**config.mk**
```make
export PLATFORM = sky130hd
export DESIGN_NAME = multi_queue_packet_fifo_core
export DESIGN_NICKNAME = d
export VERILOG_FILES = /design/src/rtl/mqpf_pkg.sv /design/src/rtl/mqpf_ram.sv /design/src/rtl/mqpf_ctrl.sv /design/src/rtl/mqpf_dp.sv /design/src/rtl/multi_queue_packet_fifo_core.sv
export SDC_FILE = /design/constraint.sdc
export NUM_CORES = 2
export LEC_CHECK = 0
export ABC_CLOCK_PERIOD_IN_PS = 22300
export BUFFER_PORTS_ARGS = -buffer_cell sky130_fd_sc_hd__buf_4
export CAP_MARGIN = 15
export CORE_MARGIN = 2
export CORE_UTILIZATION = 35
export CTS_CLUSTER_DIAMETER = 100
export DETAILED_ROUTE_END_ITERATION = 10
export PLACE_DENSITY_LB_ADDON = 0.1
export SLEW_MARGIN = 20
export SYNTH_ARGS = -nofsm -noshare
export SYNTH_HDL_FRONTEND = slang
export SYNTH_HIERARCHICAL = 1
export SYNTH_MEMORY_MAX_BITS = 65536
export SYNTH_SLANG_ARGS = --single-unit
```
**constraint.sdc**
```tcl
create_clock -name clock -period 22.3 [get_ports clock]
set_clock_uncertainty 0.15 [all_clocks]
set_input_delay 2.23 -clock clock [delete_from_list [all_inputs] [get_ports clock]]
set_output_delay 2.23 -clock clock [all_outputs]
set_load 0.01 [all_outputs]
```
**src/rtl/mqpf_pkg.sv**
```systemverilog
// Shared types and constants for the multi-queue packet FIFO.
// Used by the controller, the datapath and the top level; no dependencies.
package mqpf_pkg;

   // Result status codes
   typedef enum logic [2:0] {
      ST_OK       = 3'd0,
      ST_NOT_INIT = 3'd1,
      ST_INVALID  = 3'd2,
      ST_FULL     = 3'd3,
      ST_EMPTY    = 3'd4
   } status_type;

   // Operation codes
   localparam logic OP_PUSH = 1'b0;
   localparam logic OP_POP  = 1'b1;

   // Configuration register indexes
   localparam logic [2:0] CSR_ENABLE = 3'd0;
   localparam logic [2:0] CSR_QUEUES = 3'd1;
   localparam logic [2:0] CSR_CAP0   = 3'd2;
   localparam logic [2:0] CSR_CAP1   = 3'd3;
   localparam logic [2:0] CSR_CAP2   = 3'd4;
   localparam logic [2:0] CSR_CAP3   = 3'd5;

   // Field widths
   localparam int CSR_INDEX_W = 3;
   localparam int CSR_DATA_W  = 5;
   localparam int QNUM_W      = 3;
   localparam int STATUS_W    = 3;
   localparam int PKT_FIELD_W = 64;
   localparam int NUM_CAP_REGS = 4;
   localparam int CAP_REG_W   = 5;
   localparam int TDATA_W     = 72;

   // Controller states
   typedef enum logic [1:0] {
      S_IDLE,
      S_REDUCE,
      S_EXEC,
      S_DONE
   } state_type;

   // Controller to datapath commands
   typedef struct packed {
      logic load_item;
      logic reduce_step;
      logic exec;
      logic load_rsp;
   } cmd_type;

   // Datapath to controller status
   typedef struct packed {
      logic reduce_done;
   } dp_status_type;

endpackage

```
**src/rtl/mqpf_ram.sv**
```systemverilog
// Generic single-write, single-read RAM with registered read data.
// No dependencies.
module mqpf_ram #(
   parameter int WIDTH = 64,
   parameter int DEPTH = 64
) (
   input  logic                                     clock,
   input  logic                                     we,
   input  logic [(DEPTH > 1 ? $clog2(DEPTH) : 1)-1:0] waddr,
   input  logic [WIDTH-1:0]                         wdata,
   input  logic                                     re,
   input  logic [(DEPTH > 1 ? $clog2(DEPTH) : 1)-1:0] raddr,
   output logic [WIDTH-1:0]                         rdata
);

   logic [WIDTH-1:0] mem_ff [DEPTH];
   logic [WIDTH-1:0] rdata_ff;

   always_ff @(posedge clock) begin
      if (we) begin
         mem_ff[waddr] <= wdata;
      end
      if (re) begin
         rdata_ff <= mem_ff[raddr];
      end
   end

   assign rdata = rdata_ff;

endmodule

```
**src/rtl/mqpf_ctrl.sv**
```systemverilog
// Controller state machine for the multi-queue packet FIFO.
// Depends on mqpf_pkg; drives the datapath commands and both handshakes.
module mqpf_ctrl (
   input  logic                   clock,
   input  logic                   reset,
   input  logic                   req_tvalid,
   output logic                   req_tready,
   output logic                   rsp_tvalid,
   input  logic                   rsp_tready,
   output mqpf_pkg::cmd_type      cmd,
   input  mqpf_pkg::dp_status_type dp_status
);

   mqpf_pkg::state_type state_ff, state_in;
   logic rsp_valid_ff, rsp_valid_in;
   logic out_free;

   always_ff @(posedge clock) begin
      if (reset) begin
         state_ff     <= mqpf_pkg::S_IDLE;
         rsp_valid_ff <= 1'b0;
      end else begin
         state_ff     <= state_in;
         rsp_valid_ff <= rsp_valid_in;
      end
   end

   // output register can take a new result
   assign out_free = !rsp_valid_ff || rsp_tready;

   always_comb begin
      state_in        = state_ff;
      rsp_valid_in    = rsp_valid_ff && !rsp_tready;
      req_tready      = 1'b0;
      cmd.load_item   = 1'b0;
      cmd.reduce_step = 1'b0;
      cmd.exec        = 1'b0;
      cmd.load_rsp    = 1'b0;
      unique case (state_ff)
         mqpf_pkg::S_IDLE: begin
            req_tready = 1'b1;
            if (req_tvalid) begin
               cmd.load_item = 1'b1;
               state_in      = mqpf_pkg::S_REDUCE;
            end
         end
         mqpf_pkg::S_REDUCE: begin
            // wrap a stale read pointer into the current capacity
            if (dp_status.reduce_done) begin
               state_in = mqpf_pkg::S_EXEC;
            end else begin
               cmd.reduce_step = 1'b1;
            end
         end
         mqpf_pkg::S_EXEC: begin
            cmd.exec = 1'b1;
            state_in = mqpf_pkg::S_DONE;
         end
         mqpf_pkg::S_DONE: begin
            if (out_free) begin
               cmd.load_rsp = 1'b1;
               rsp_valid_in = 1'b1;
               state_in     = mqpf_pkg::S_IDLE;
            end
         end
         default: state_in = mqpf_pkg::S_IDLE;
      endcase
   end

   assign rsp_tvalid = rsp_valid_ff;

endmodule

```
**src/rtl/mqpf_dp.sv**
```systemverilog
// Datapath for the multi-queue packet FIFO: configuration registers,
// per-queue pointers and counts, packet store and result register.
// Depends on mqpf_pkg and mqpf_ram.
module mqpf_dp #(
   parameter int NUM_QUEUES   = 4,
   parameter int QUEUE_DEPTH  = 16,
   parameter int PACKET_WIDTH = 64
) (
   input  logic                                  clock,
   input  logic                                  reset,
   input  logic                                  csr_we,
   input  logic [mqpf_pkg::CSR_INDEX_W-1:0]      csr_index,
   input  logic [mqpf_pkg::CSR_DATA_W-1:0]       csr_wdata,
   input  logic                                  in_op,
   input  logic [mqpf_pkg::QNUM_W-1:0]           in_qnum,
   input  logic [mqpf_pkg::PKT_FIELD_W-1:0]      in_packet,
   output mqpf_pkg::status_type                  out_status,
   output logic [mqpf_pkg::PKT_FIELD_W-1:0]      out_packet,
   input  mqpf_pkg::cmd_type                     cmd,
   output mqpf_pkg::dp_status_type               dp_status
);

   localparam int QIDX_W = (NUM_QUEUES > 1) ? $clog2(NUM_QUEUES) : 1;
   localparam int RPW    = (QUEUE_DEPTH > 1) ? $clog2(QUEUE_DEPTH) : 1;
   localparam int CW     = $clog2(QUEUE_DEPTH + 1);
   localparam int STORE_DEPTH = NUM_QUEUES * QUEUE_DEPTH;
   localparam int AW     = (STORE_DEPTH > 1) ? $clog2(STORE_DEPTH) : 1;
   localparam int WIDE_W = 10;

   // configuration registers
   logic                              enable_ff;
   logic [mqpf_pkg::QNUM_W-1:0]       queues_ff;
   logic [mqpf_pkg::CAP_REG_W-1:0]    cap_reg_ff [mqpf_pkg::NUM_CAP_REGS];

   // per-queue state
   logic [RPW-1:0] rp_tbl_ff  [NUM_QUEUES];
   logic [CW-1:0]  occ_tbl_ff [NUM_QUEUES];

   // current item
   logic                          op_ff;
   logic                          q_ok_ff;
   logic [QIDX_W-1:0]             qidx_ff;
   logic [PACKET_WIDTH-1:0]       pkt_ff;
   logic [RPW-1:0]                rp_w_ff;
   logic [CW-1:0]                 occ_w_ff;
   logic [CW-1:0]                 cap_w_ff;
   mqpf_pkg::status_type          st_ff;
   logic                          pop_ok_ff;

   // result register
   mqpf_pkg::status_type                 rsp_status_ff;
   logic [mqpf_pkg::PKT_FIELD_W-1:0]     rsp_packet_ff;

   // load-time lookups
   logic [mqpf_pkg::QNUM_W:0] limit;
   logic                      in_range;
   logic [QIDX_W-1:0]         in_qidx;
   logic [WIDE_W-1:0]         cap_raw;
   logic [CW-1:0]             cap_eff;

   // execute-time logic
   logic [CW-1:0]   rp_ext;
   logic            reduce_done;
   logic [CW:0]     push_sum;
   logic [CW:0]     push_slot_w;
   logic [RPW-1:0]  slot;
   logic [CW-1:0]   rp_inc;
   logic [RPW-1:0]  rp_next;
   mqpf_pkg::status_type exec_status;
   logic            push_ok, pop_ok;
   logic [AW-1:0]   addr;
   logic [PACKET_WIDTH-1:0] rd_data;

   // configuration writes
   always_ff @(posedge clock) begin
      if (reset) begin
         enable_ff <= 1'b0;
         queues_ff <= mqpf_pkg::QNUM_W'(4);
         for (int i = 0; i < mqpf_pkg::NUM_CAP_REGS; i++) begin
            cap_reg_ff[i] <= mqpf_pkg::CAP_REG_W'(16);
         end
      end else if (csr_we) begin
         unique case (csr_index)
            mqpf_pkg::CSR_ENABLE: enable_ff     <= csr_wdata[0];
            mqpf_pkg::CSR_QUEUES: queues_ff     <= csr_wdata[mqpf_pkg::QNUM_W-1:0];
            mqpf_pkg::CSR_CAP0:   cap_reg_ff[0] <= csr_wdata;
            mqpf_pkg::CSR_CAP1:   cap_reg_ff[1] <= csr_wdata;
            mqpf_pkg::CSR_CAP2:   cap_reg_ff[2] <= csr_wdata;
            mqpf_pkg::CSR_CAP3:   cap_reg_ff[3] <= csr_wdata;
            default: ;
         endcase
      end
   end

   // effective queue count and capacity of the addressed queue
   always_comb begin
      if ({1'b0, queues_ff} > (mqpf_pkg::QNUM_W + 1)'(NUM_QUEUES)) begin
         limit = (mqpf_pkg::QNUM_W + 1)'(NUM_QUEUES);
      end else begin
         limit = {1'b0, queues_ff};
      end
      in_range = {1'b0, in_qnum} < (mqpf_pkg::QNUM_W + 1)'(NUM_QUEUES);
      in_qidx  = in_range ? QIDX_W'(in_qnum) : '0;
      if (in_qnum < mqpf_pkg::QNUM_W'(mqpf_pkg::NUM_CAP_REGS)) begin
         cap_raw = WIDE_W'(cap_reg_ff[in_qnum[1:0]]);
      end else begin
         cap_raw = '0;
      end
      if (cap_raw > WIDE_W'(QUEUE_DEPTH)) begin
         cap_eff = CW'(QUEUE_DEPTH);
      end else begin
         cap_eff = cap_raw[CW-1:0];
      end
   end

   // capture the item and its queue state
   always_ff @(posedge clock) begin
      if (cmd.load_item) begin
         op_ff    <= in_op;
         q_ok_ff  <= ({1'b0, in_qnum} < limit);
         qidx_ff  <= in_qidx;
         pkt_ff   <= in_packet[PACKET_WIDTH-1:0];
         rp_w_ff  <= rp_tbl_ff[in_qidx];
         occ_w_ff <= occ_tbl_ff[in_qidx];
         cap_w_ff <= cap_eff;
      end else if (cmd.reduce_step) begin
         rp_w_ff  <= RPW'(rp_ext - cap_w_ff);
      end
   end

   // pointer wrap, slot selection and status
   always_comb begin
      rp_ext      = CW'(rp_w_ff);
      reduce_done = (cap_w_ff == '0) || (rp_ext < cap_w_ff);
      push_sum    = (CW + 1)'(rp_w_ff) + (CW + 1)'(occ_w_ff);
      if (push_sum >= (CW + 1)'(cap_w_ff)) begin
         push_slot_w = push_sum - (CW + 1)'(cap_w_ff);
      end else begin
         push_slot_w = push_sum;
      end
      slot   = push_slot_w[RPW-1:0];
      rp_inc = rp_ext + CW'(1);
      if (rp_inc >= cap_w_ff) begin
         rp_next = '0;
      end else begin
         rp_next = rp_inc[RPW-1:0];
      end
      if (!enable_ff) begin
         exec_status = mqpf_pkg::ST_NOT_INIT;
      end else if (!q_ok_ff) begin
         exec_status = mqpf_pkg::ST_INVALID;
      end else if (cap_w_ff == '0) begin
         exec_status = mqpf_pkg::ST_NOT_INIT;
      end else if (op_ff == mqpf_pkg::OP_PUSH) begin
         exec_status = (occ_w_ff >= cap_w_ff) ? mqpf_pkg::ST_FULL : mqpf_pkg::ST_OK;
      end else begin
         exec_status = (occ_w_ff == '0) ? mqpf_pkg::ST_EMPTY : mqpf_pkg::ST_OK;
      end
      push_ok = cmd.exec && (exec_status == mqpf_pkg::ST_OK) && (op_ff == mqpf_pkg::OP_PUSH);
      pop_ok  = cmd.exec && (exec_status == mqpf_pkg::ST_OK) && (op_ff == mqpf_pkg::OP_POP);
      addr    = AW'(int'(qidx_ff) * QUEUE_DEPTH
                    + int'((op_ff == mqpf_pkg::OP_PUSH) ? slot : rp_w_ff));
   end

   assign dp_status.reduce_done = reduce_done;

   // per-queue pointer and count update
   always_ff @(posedge clock) begin
      if (reset) begin
         for (int i = 0; i < NUM_QUEUES; i++) begin
            rp_tbl_ff[i]  <= '0;
            occ_tbl_ff[i] <= '0;
         end
      end else if (push_ok) begin
         occ_tbl_ff[qidx_ff] <= occ_w_ff + CW'(1);
      end else if (pop_ok) begin
         rp_tbl_ff[qidx_ff]  <= rp_next;
         occ_tbl_ff[qidx_ff] <= occ_w_ff - CW'(1);
      end
   end

   // execute outcome
   always_ff @(posedge clock) begin
      if (cmd.exec) begin
         st_ff     <= exec_status;
         pop_ok_ff <= pop_ok;
      end
   end

   mqpf_ram #(
      .WIDTH (PACKET_WIDTH),
      .DEPTH (STORE_DEPTH)
   ) u_store (
      .clock (clock),
      .we    (push_ok),
      .waddr (addr),
      .wdata (pkt_ff),
      .re    (pop_ok),
      .raddr (addr),
      .rdata (rd_data)
   );

   // result register
   always_ff @(posedge clock) begin
      if (cmd.load_rsp) begin
         rsp_status_ff <= st_ff;
         rsp_packet_ff <= pop_ok_ff ? mqpf_pkg::PKT_FIELD_W'(rd_data) : '0;
      end
   end

   assign out_status = rsp_status_ff;
   assign out_packet = rsp_packet_ff;

endmodule

```
**src/rtl/multi_queue_packet_fifo_core.sv**
```systemverilog
// Multi-queue packet FIFO, top level. Depends on mqpf_pkg, mqpf_ctrl, mqpf_dp.
// Sequence per request transaction: capture, pointer wrap (repeated while a read
// pointer sits beyond a shrunk queue capacity), store access and result load,
// which waits until the output register is free. A new request is accepted only
// once the controller is back in idle, after the result load.
// Reset: synchronous; queues empty, block disabled, 4 queues, capacities 16.
module multi_queue_packet_fifo_core #(
   parameter int NUM_QUEUES   = 4,
   parameter int QUEUE_DEPTH  = 16,
   parameter int PACKET_WIDTH = 64
) (
   input  logic                              clock,
   input  logic                              reset,
   input  logic                              csr_we,
   input  logic [mqpf_pkg::CSR_INDEX_W-1:0]  csr_index,
   input  logic [mqpf_pkg::CSR_DATA_W-1:0]   csr_wdata,
   input  logic                              req_tvalid,
   output logic                              req_tready,
   // [0] operation, [3:1] queue_number, [67:4] packet_in, [71:68] zero
   input  logic [mqpf_pkg::TDATA_W-1:0]      req_tdata,
   output logic                              rsp_tvalid,
   input  logic                              rsp_tready,
   // [2:0] status, [66:3] packet_out, [71:67] zero
   output logic [mqpf_pkg::TDATA_W-1:0]      rsp_tdata
);

   mqpf_pkg::cmd_type                cmd;
   mqpf_pkg::dp_status_type          dp_status;
   mqpf_pkg::status_type             out_status;
   logic [mqpf_pkg::PKT_FIELD_W-1:0] out_packet;

   mqpf_ctrl u_ctrl (
      .clock      (clock),
      .reset      (reset),
      .req_tvalid (req_tvalid),
      .req_tready (req_tready),
      .rsp_tvalid (rsp_tvalid),
      .rsp_tready (rsp_tready),
      .cmd        (cmd),
      .dp_status  (dp_status)
   );

   mqpf_dp #(
      .NUM_QUEUES   (NUM_QUEUES),
      .QUEUE_DEPTH  (QUEUE_DEPTH),
      .PACKET_WIDTH (PACKET_WIDTH)
   ) u_dp (
      .clock      (clock),
      .reset      (reset),
      .csr_we     (csr_we),
      .csr_index  (csr_index),
      .csr_wdata  (csr_wdata),
      .in_op      (req_tdata[0]),
      .in_qnum    (req_tdata[3:1]),
      .in_packet  (req_tdata[67:4]),
      .out_status (out_status),
      .out_packet (out_packet),
      .cmd        (cmd),
      .dp_status  (dp_status)
   );

   // pack the result fields
   assign rsp_tdata = {5'd0, out_packet, out_status};

endmodule

```
### Word-level counts from Yosys, hierarchy flattened

Memory sizes are Yosys's and may differ from the RTL's. A register that Yosys moved wholly into a read port is not among the register bits.
Index checks and enable logic that the tools add are counted.
Widths: inputs -> output; s select.

| storage, ports and cells | value |
|---|---|
| RAM bits | 4152 |
| output and inout bits | 74 |
| memory bits (read-only) | 0 |
| latch bits | 0 |
| flip-flop bits (word level) | 155 |
| memories | 4 |
| word-level logic and storage cells | 135 |
| input bits | 85 |

| cells by class | value |
|---|---|
| reductions and logical operators | 19 |
| bitwise gates (word level) | 6 |
| order comparisons | 9 |
| equality and inequality tests | 11 |
| muxes and demuxes | 65 |
| div/mod/pow operators | 0 |
| multiply operators | 0 |
| shifts and indexed selects | 0 |
| $add $sub $neg | 7 |

Memories:

| name | words | width | rd ports | clocked after memory_dff | wr ports | line | text |
|---|---|---|---|---|---|---|---|
| u_dp.u_store.mem_ff | 64 | 64 | 1 | 1 | 1 | mqpf_ram.sv:16 | `logic [WIDTH-1:0] mem_ff [DEPTH];` |
| u_dp.cap_reg_ff | 4 | 5 | 1 | 0 | 4 | mqpf_dp.sv:33 | `logic [mqpf_pkg::CAP_REG_W-1:0] cap_reg_ff [mqpf_pkg::NUM_CAP_REGS];` |
| u_dp.occ_tbl_ff | 4 | 5 | 1 | 1 | 4 | mqpf_dp.sv:37 | `logic [CW-1:0] occ_tbl_ff [NUM_QUEUES];` |
| u_dp.rp_tbl_ff | 4 | 4 | 1 | 0 | 4 | mqpf_dp.sv:36 | `logic [RPW-1:0] rp_tbl_ff [NUM_QUEUES];` |

Operators by type and width:

| kind | number |
|---|---|
| $mux 1 | 38 |
| $mux 5 | 7 |
| $mux 4 | 6 |
| $mux 3 | 6 |
| $mux 2 | 7 |
| $ge 5x5->1 | 2 |
| $logic_not 5->1 | 2 |
| $pmux 2 s4 | 1 |
| $sub 4x4->4 | 2 |
| $add 4x5->6 | 1 |
| $add 6x6->6 | 1 |
| $eq 3x2->1 const B | 2 |
| $eq 3x3->1 const B | 2 |
| $ge 6x5->1 | 1 |
| $logic_not 3->1 | 2 |
| $lt 3x3->1 const B | 2 |
| $add 4x1->5 const B | 1 |
| $add 5x1->5 const B | 1 |
| $gt 5x5->1 const B | 1 |
| $lt 4x5->1 | 1 |
| $or 1x1->1 | 5 |
| $reduce_or 5->1 | 1 |
| $sub 5x1->5 const B | 1 |
| $eq 2x2->1 const B | 2 |
| other kinds (15) | 22 |

### Logic depth before layout (Yosys ltp)

| depth | value |
|---|---|
| depth in word-level cells | 16 |
| mapped depth | 20 |
| gate-level depth less buffers | 16 |

### Hierarchy

The synthesis kept the hierarchy.

By module, submodules not included:

| module | area an instance (µm²) | times used | sequential area each (µm²) | cells each |
|---|---|---|---|---|
| mqpf_ram | 156989.3 | 1 | 124919.8 | 6598 |
| mqpf_dp | 8994.9 | 1 | 6356.1 | 585 |
| mqpf_ctrl | 237.7 | 1 | 60.1 | 23 |
| multi_queue_packet_fifo_core | 41.3 | 1 | 0.0 | 6 |

### Worst setup path after synthesis

Ideal clock, no wire load.

| timing path | value |
|---|---|
| path type | register -> register |
| from | reg u_dp.rp_w_ff[1] |
| to | mem u_dp.u_store.mem_ff[49][0] (enable) |
| cell stages (with the launch flop) | 13 |
| path buffers | 0 |
| slack | 14.075 ns |
| clock period less this slack | 8.225 ns |
| required time | 21.586 ns |
| arrival | 7.511 ns |
| library setup time | 0.564 ns |
| cell sequence | edfxtp_1 ha_1 a211oi_1 nor2_1 xor2_1 ha_1 a21oi_1 o21ai_0 a21oi_1 nor3b_1 a221oi_1 nand4_1 nor3_1 |

| between the ends | value |
|---|---|
| longest elaborated chain between the ends | 5 |
| elaborated cells between the ends (all ways) | 6 |
| those cells by class | add/sub (3); order compare (1); mux (2) |

Ends and longest elaborated chain:

| element | line | text |
|---|---|---|
| start, declared | mqpf_dp.sv:44 | `logic [RPW-1:0] rp_w_ff;` |
| start signal, assigned | mqpf_dp.sv:123 | `rp_w_ff <= rp_tbl_ff[in_qidx];` |
| start signal, assigned | mqpf_dp.sv:127 | `rp_w_ff <= RPW'(rp_ext - cap_w_ff);` |
| $add 4x5->6 | mqpf_dp.sv:135 | `push_sum = (CW + 1)'(rp_w_ff) + (CW + 1)'(occ_w_ff);` |
| $ge 6x5->1 | mqpf_dp.sv:136 | `if (push_sum >= (CW + 1)'(cap_w_ff)) begin` |
| $mux 4 | mqpf_dp.sv:136 |  |
| $mux 4 | mqpf_dp.sv:162 | `+ int'((op_ff == mqpf_pkg::OP_PUSH) ? slot : rp_w_ff));` |
| $add 6x6->6 | mqpf_dp.sv:162 |  |
| net u_dp.addr[0] | mqpf_dp.sv:71 | `logic [AW-1:0] addr;` |
| end, declared | mqpf_ram.sv:16 |  |

The timed path passes the listed nets, and every way through them passes these cells.

### Worst setup path after layout

| timing path | value |
|---|---|
| from | reg u_dp.rp_w_ff[1] |
| to | reg u_dp.u_store.rdata_ff[24] (netlist: u_dp/u_store/rdata[24]) (read register of u_dp.u_store.mem_ff), data pin |

| between the ends | value |
|---|---|
| longest elaborated chain between the ends | 5 |
| elaborated cells between the ends (all ways) | 6 |
| those cells by class | add/sub (3); order compare (1); mux (2) |

Ends and longest elaborated chain:

| element | line | text |
|---|---|---|
| $add 4x5->6 | mqpf_dp.sv:135 |  |
| $ge 6x5->1 | mqpf_dp.sv:136 |  |
| $mux 4 | mqpf_dp.sv:136 |  |
| $mux 4 | mqpf_dp.sv:162 |  |
| $add 6x6->6 | mqpf_dp.sv:162 |  |
| net u_dp.addr[0] | mqpf_dp.sv:71 |  |
| end, declared | mqpf_ram.sv:17 | `logic [WIDTH-1:0] rdata_ff;` |

The timed path passes the listed nets, and every way through them passes these cells.
A chain may end at the register's enable or synchronous reset.

==> Flow_metrics.wiki <==
{| class="wikitable"
! Metric !! Value
|-
| Result of the run || complete, no violations
|-
| Static leakage power || around 60 nW
|-
| Synth Cell Area || approximately 170000 sq um
|-
| Die Area || 481000 sq um
|-
| Stages on worst setup path || 20
|-
| Yosys warnings || 6
|-
| Endpoint type of the worst setup path || register
|-
| Count of different cell masters after synthesis || 62
|-
| Clock latency at the later pin of the worst-skew pair || ~1.1 ns
|-
| # H-tree levels || 5
|-
| Filler cell count in the final layout || 41500
|-
| Post-synthesis cell count || between 7000 and 8000
|-
| Synth Register Bits || 4376
|-
| Growth of design area from synthesis to finish || 15.1%
|-
| Port Buffer Count || roughly 150
|-
| Hold Path Depth || 0
|-
| Vias in the first global route || about 83000
|-
| Post-layout minimum cycle time || slightly above 9 ns
|-
| Critical path required time || 22.85 ns
|-
| Via count || 80600
|-
| Max Transition Viols Final || 0
|-
| Relative slew slack || about 22%
|-
| Initial core utilization || 35.1%
|-
| Total gr overflow || 0
|-
| Number of endpoints failing setup at the final stage || 0
|-
| Family of cells with the greatest summed delay on the critical path || buffers and inverters
|-
| Class of the worst hold path || register to register
|-
| Largest fanout of any net on the critical path || between 90 and 100
|-
| Total track usage || approximately a fifth
|-
| Mean routed wirelength per cell || 35.8 microns
|-
| Height of the die || approximately 690 microns
|-
| Max Freq || 107 MHz
|-
| Transition time at the pin with the least slew margin || ~1.2 ns
|-
| Largest buffer count on any clock path || 4
|-
| Num Clock Sinks || about 4400
|-
| Element type at the critical path start || register
|-
| DRT Pass-1 Iters || 5
|-
| Final core area utilization || between 40% and 50%
|-
| Final number of hold-violating endpoints || 0
|-
| Critical path class || register to register
|-
| Clock input transition at the sequential cells of the worst setup and hold paths || 0.06 ns
|-
| # hold bufs at CTS || 0
|-
| IO Count || ~160
|-
| Share of layout cells above drive strength 1 || between 20% and 30%
|-
| Register area share after synthesis || about four fifths
|-
| Final hold slack || 0.282 ns
|-
| Critical-path top delay cell || sky130_fd_sc_hd__buf_4
|-
| Pwr per Cell Area || approximately 160 nW/um^2
|-
| RSZ-0062 raised after global routing || false
|-
| FFs w/ async S/R, synth || 0%
|-
| DRC violations left || 0
|-
| Arrival time worst endpoint || slightly below 10 ns
|-
| Largest net degree at the start of global routing || approximately 100
|-
| Number of gates given a new drive strength after cts || 0
|-
| Avg Vias per Cell || between 5 and 6
|-
| Most used cells in the layout excluding fill and tap cells || sky130_fd_sc_hd__edfxtp_1 (4369), sky130_fd_sc_hd__mux4_2 (1029), sky130_fd_sc_hd__clkbuf_16 (474)
|-
| Global-route wire length before repair || between 700 and 800 mm
|-
| Final WL || between 500 and 600 mm
|-
| Placer congestion estimate || between 0.7 and 0.8
|-
| Share of the cycle needed by the critical path after routing || a little over two fifths
|-
| Antenna violations before repair || 33
|-
| Number of placed instances with taps included || 13500
|-
| CTS root buf || sky130_fd_sc_hd__clkbuf_16
|-
| Critical Path, Cell by Cell || ha_1 -> a211oi_1 -> nor2_1 -> xor2_1 -> ha_1 -> a21oi_1 -> o21ai_0 -> a21oi_1 -> nor3b_1 -> a221oi_4 -> buf_4 -> buf_4 -> buf_4 -> buf_12 -> buf_4 -> mux4_2 -> mux2i_1 -> nand2_1 -> a41oi_1 -> a211oi_1
|-
| TritonCTS clock tree || yes
|-
| Floorplan Core Area || around 470000 sq um
|-
| Worst vdd ir || ~0.00033 V
|-
| Cell row count || between 200 and 300
|-
| Sum of net half-perimeters after detailed placement || roughly 280 mm
|-
| Most common cell type on the critical path || sky130_fd_sc_hd__buf_4
|-
| Count of non-filler cells in the finished layout || roughly 14000
|-
| Max_cap viols || 0
|-
| CTS Buf Count || roughly 470
|-
| Synthesized area per cell || approximately 23 sq um
|-
| Buf+Inv Stages, Crit Path || 5
|-
| Post-route total power || approximately 31 mW
|-
| Final nets || around 8000
|-
| Final-layout setup total negative slack || 0 ns
|-
| Number of buffers inserted by post-CTS setup repair || 0
|-
| Final ANT Viol Nets || 0
|-
| Number of synthesized flops with an enable pin || between 4000 and 5000
|-
| Prevailing post-synth register cell || sky130_fd_sc_hd__edfxtp_1
|-
| Detailed router's first-iteration violation count || a little over 9000
|-
| Most common cell after layout, fill and taps aside || sky130_fd_sc_hd__edfxtp_1
|-
| Worst path max stage delay || approximately 0.8 ns
|-
| R2R depth || 20
|-
| Die width || between 600 and 700 microns
|}
## state kept, by name, indices dropped and copies added, names as in the netlist
| name | count |
|---|---|
| u_ctrl/rsp_tvalid | 1 |
| u_ctrl/state_ff | 2 |
| u_dp/cap_reg_ff | 20 |
| u_dp/cap_w_ff | 5 |
| u_dp/enable_ff | 1 |
| u_dp/occ_tbl_ff | 20 |
| u_dp/occ_w_ff | 5 |
| u_dp/op_ff | 1 |
| u_dp/out_packet | 64 |
| u_dp/out_status | 3 |
| u_dp/pkt_ff | 64 |
| u_dp/pop_ok_ff | 1 |
| u_dp/q_ok_ff | 1 |
| u_dp/qidx_ff | 2 |
| u_dp/queues_ff | 3 |
| u_dp/rp_tbl_ff | 16 |
| u_dp/rp_w_ff | 4 |
| u_dp/st_ff | 3 |
| u_dp/u_store/mem_ff | 4096 |
| u_dp/u_store/rdata | 64 |
## per-stage QoR
stage	cell area, sq um	setup slack, ns
floorplan	166000	14.08
global placement	176000	12.60
detailed placement	177000	12.73
CTS	191000	12.69
global route	191000	12.19
finish	191000	12.96
## worst reg2reg max path: stages, from the launching register on
cell and delay (ns):
sky130_fd_sc_hd__edfxtp_1 0.54, sky130_fd_sc_hd__ha_1 0.36, sky130_fd_sc_hd__a211oi_1 0.32, sky130_fd_sc_hd__nor2_1 0.11
sky130_fd_sc_hd__xor2_1 0.17, sky130_fd_sc_hd__ha_1 0.33, sky130_fd_sc_hd__a21oi_1 0.15, sky130_fd_sc_hd__o21ai_0 0.11
sky130_fd_sc_hd__a21oi_1 0.56, sky130_fd_sc_hd__nor3b_1 0.16, sky130_fd_sc_hd__a221oi_4 0.65, sky130_fd_sc_hd__buf_4 0.71
sky130_fd_sc_hd__buf_4 0.64, sky130_fd_sc_hd__buf_4 0.86, sky130_fd_sc_hd__buf_12 0.68, sky130_fd_sc_hd__buf_4 1.01
sky130_fd_sc_hd__mux4_2 0.69, sky130_fd_sc_hd__mux2i_1 0.20, sky130_fd_sc_hd__nand2_1 0.09, sky130_fd_sc_hd__a41oi_1 0.40
sky130_fd_sc_hd__a211oi_1 0.12
## power breakdown
group | switching, mW | internal, mW | leakage, nW | total, mW
registers | 0.0415 | 9.64 | 39.4 | 9.68
clock network | 3.27 | 4.21 | 7.17 | 7.48
logic | 8.36 | 5.73 | 12.7 | 14.1
total | 11.7 | 19.6 | 59.3 | 31.3
## per-layer routing
| layer | GRT usage (%) | share of wire [%] |
|---|---|---|
| met5 | 0 | 0.0027 |
| met4 | 4.15 | 1.9 |
| met3 | 2.78 | 5.5 |
| met2 | 34.6 | 48 |
| met1 | 30.6 | 44 |
## final cells by class
type	instances	area, sq um	area share, %
clock buffer	569	12200	6.39
sequential	4376	131000	68.7
inverter	40	155	0.0811
clock inverter	296	2450	1.28
timing repair buffer	470	3810	1.99
tap	6247	7820	4.09
antenna	5	12.5	0.00654
multi-input combinational	2401	33500	17.5
## cell families after synthesis
logic type	Yosys count	synth area share, %
simple gates	590	1.87
other cells	1	0.00226
compound gates	571	2.63
mux	1185	14.9
flops	4376	79.0
xor+xnor	13	0.0685
fa+ha+maj	37	0.297
buf+inv	439	1.25
## cells in the mapped netlist (all sizes together), types with 4 or more instances
cell     count  area share [%]
nor3        23           0.069
nor4        13           0.049
mux2i      152            0.92
ha          33            0.25
a31oi       18           0.068
a2bb2oi     20            0.11
mux2         4           0.027
nor2       133            0.30
or2         32            0.12
a22oi      168            0.76
o21bai      13           0.068
buf        241            0.81
and3        65            0.24
dfxtp        7           0.084
a211oi      69            0.31
a22o        88            0.46
or3         31            0.12
mux4      1029              14
nand2b      22           0.083
nor2b       46            0.18
o22ai       84            0.32
fa           4           0.048
o21ai        8           0.024
o211ai       6           0.044
nand3       48            0.14
xor2         7           0.037
o221ai      38            0.20
nand2       78            0.18
and2        84            0.32
nand3b       6           0.027
clkbuf     158            0.36
a41oi       26            0.14
inv         40           0.090
a21o         7           0.032
a21oi       19           0.057
xnor2        6           0.032
edfxtp    4369              79
## worst paths after layout
| kind | startpoint | endpoint | slack, ns |
|---|---|---|---|
| hold / removal | u_dp/st_ff[1] | u_dp/out_status[1] | 0.28 |
| setup reg to reg | u_dp/rp_w_ff[1] | u_dp/u_store/rdata[24] | 12.96 |
| hold reg to reg | u_dp/st_ff[1] | u_dp/out_status[1] | 0.28 |
| setup / recovery | u_dp/rp_w_ff[1] | u_dp/u_store/rdata[24] | 12.96 |
(Power assumes the default switching activity.)
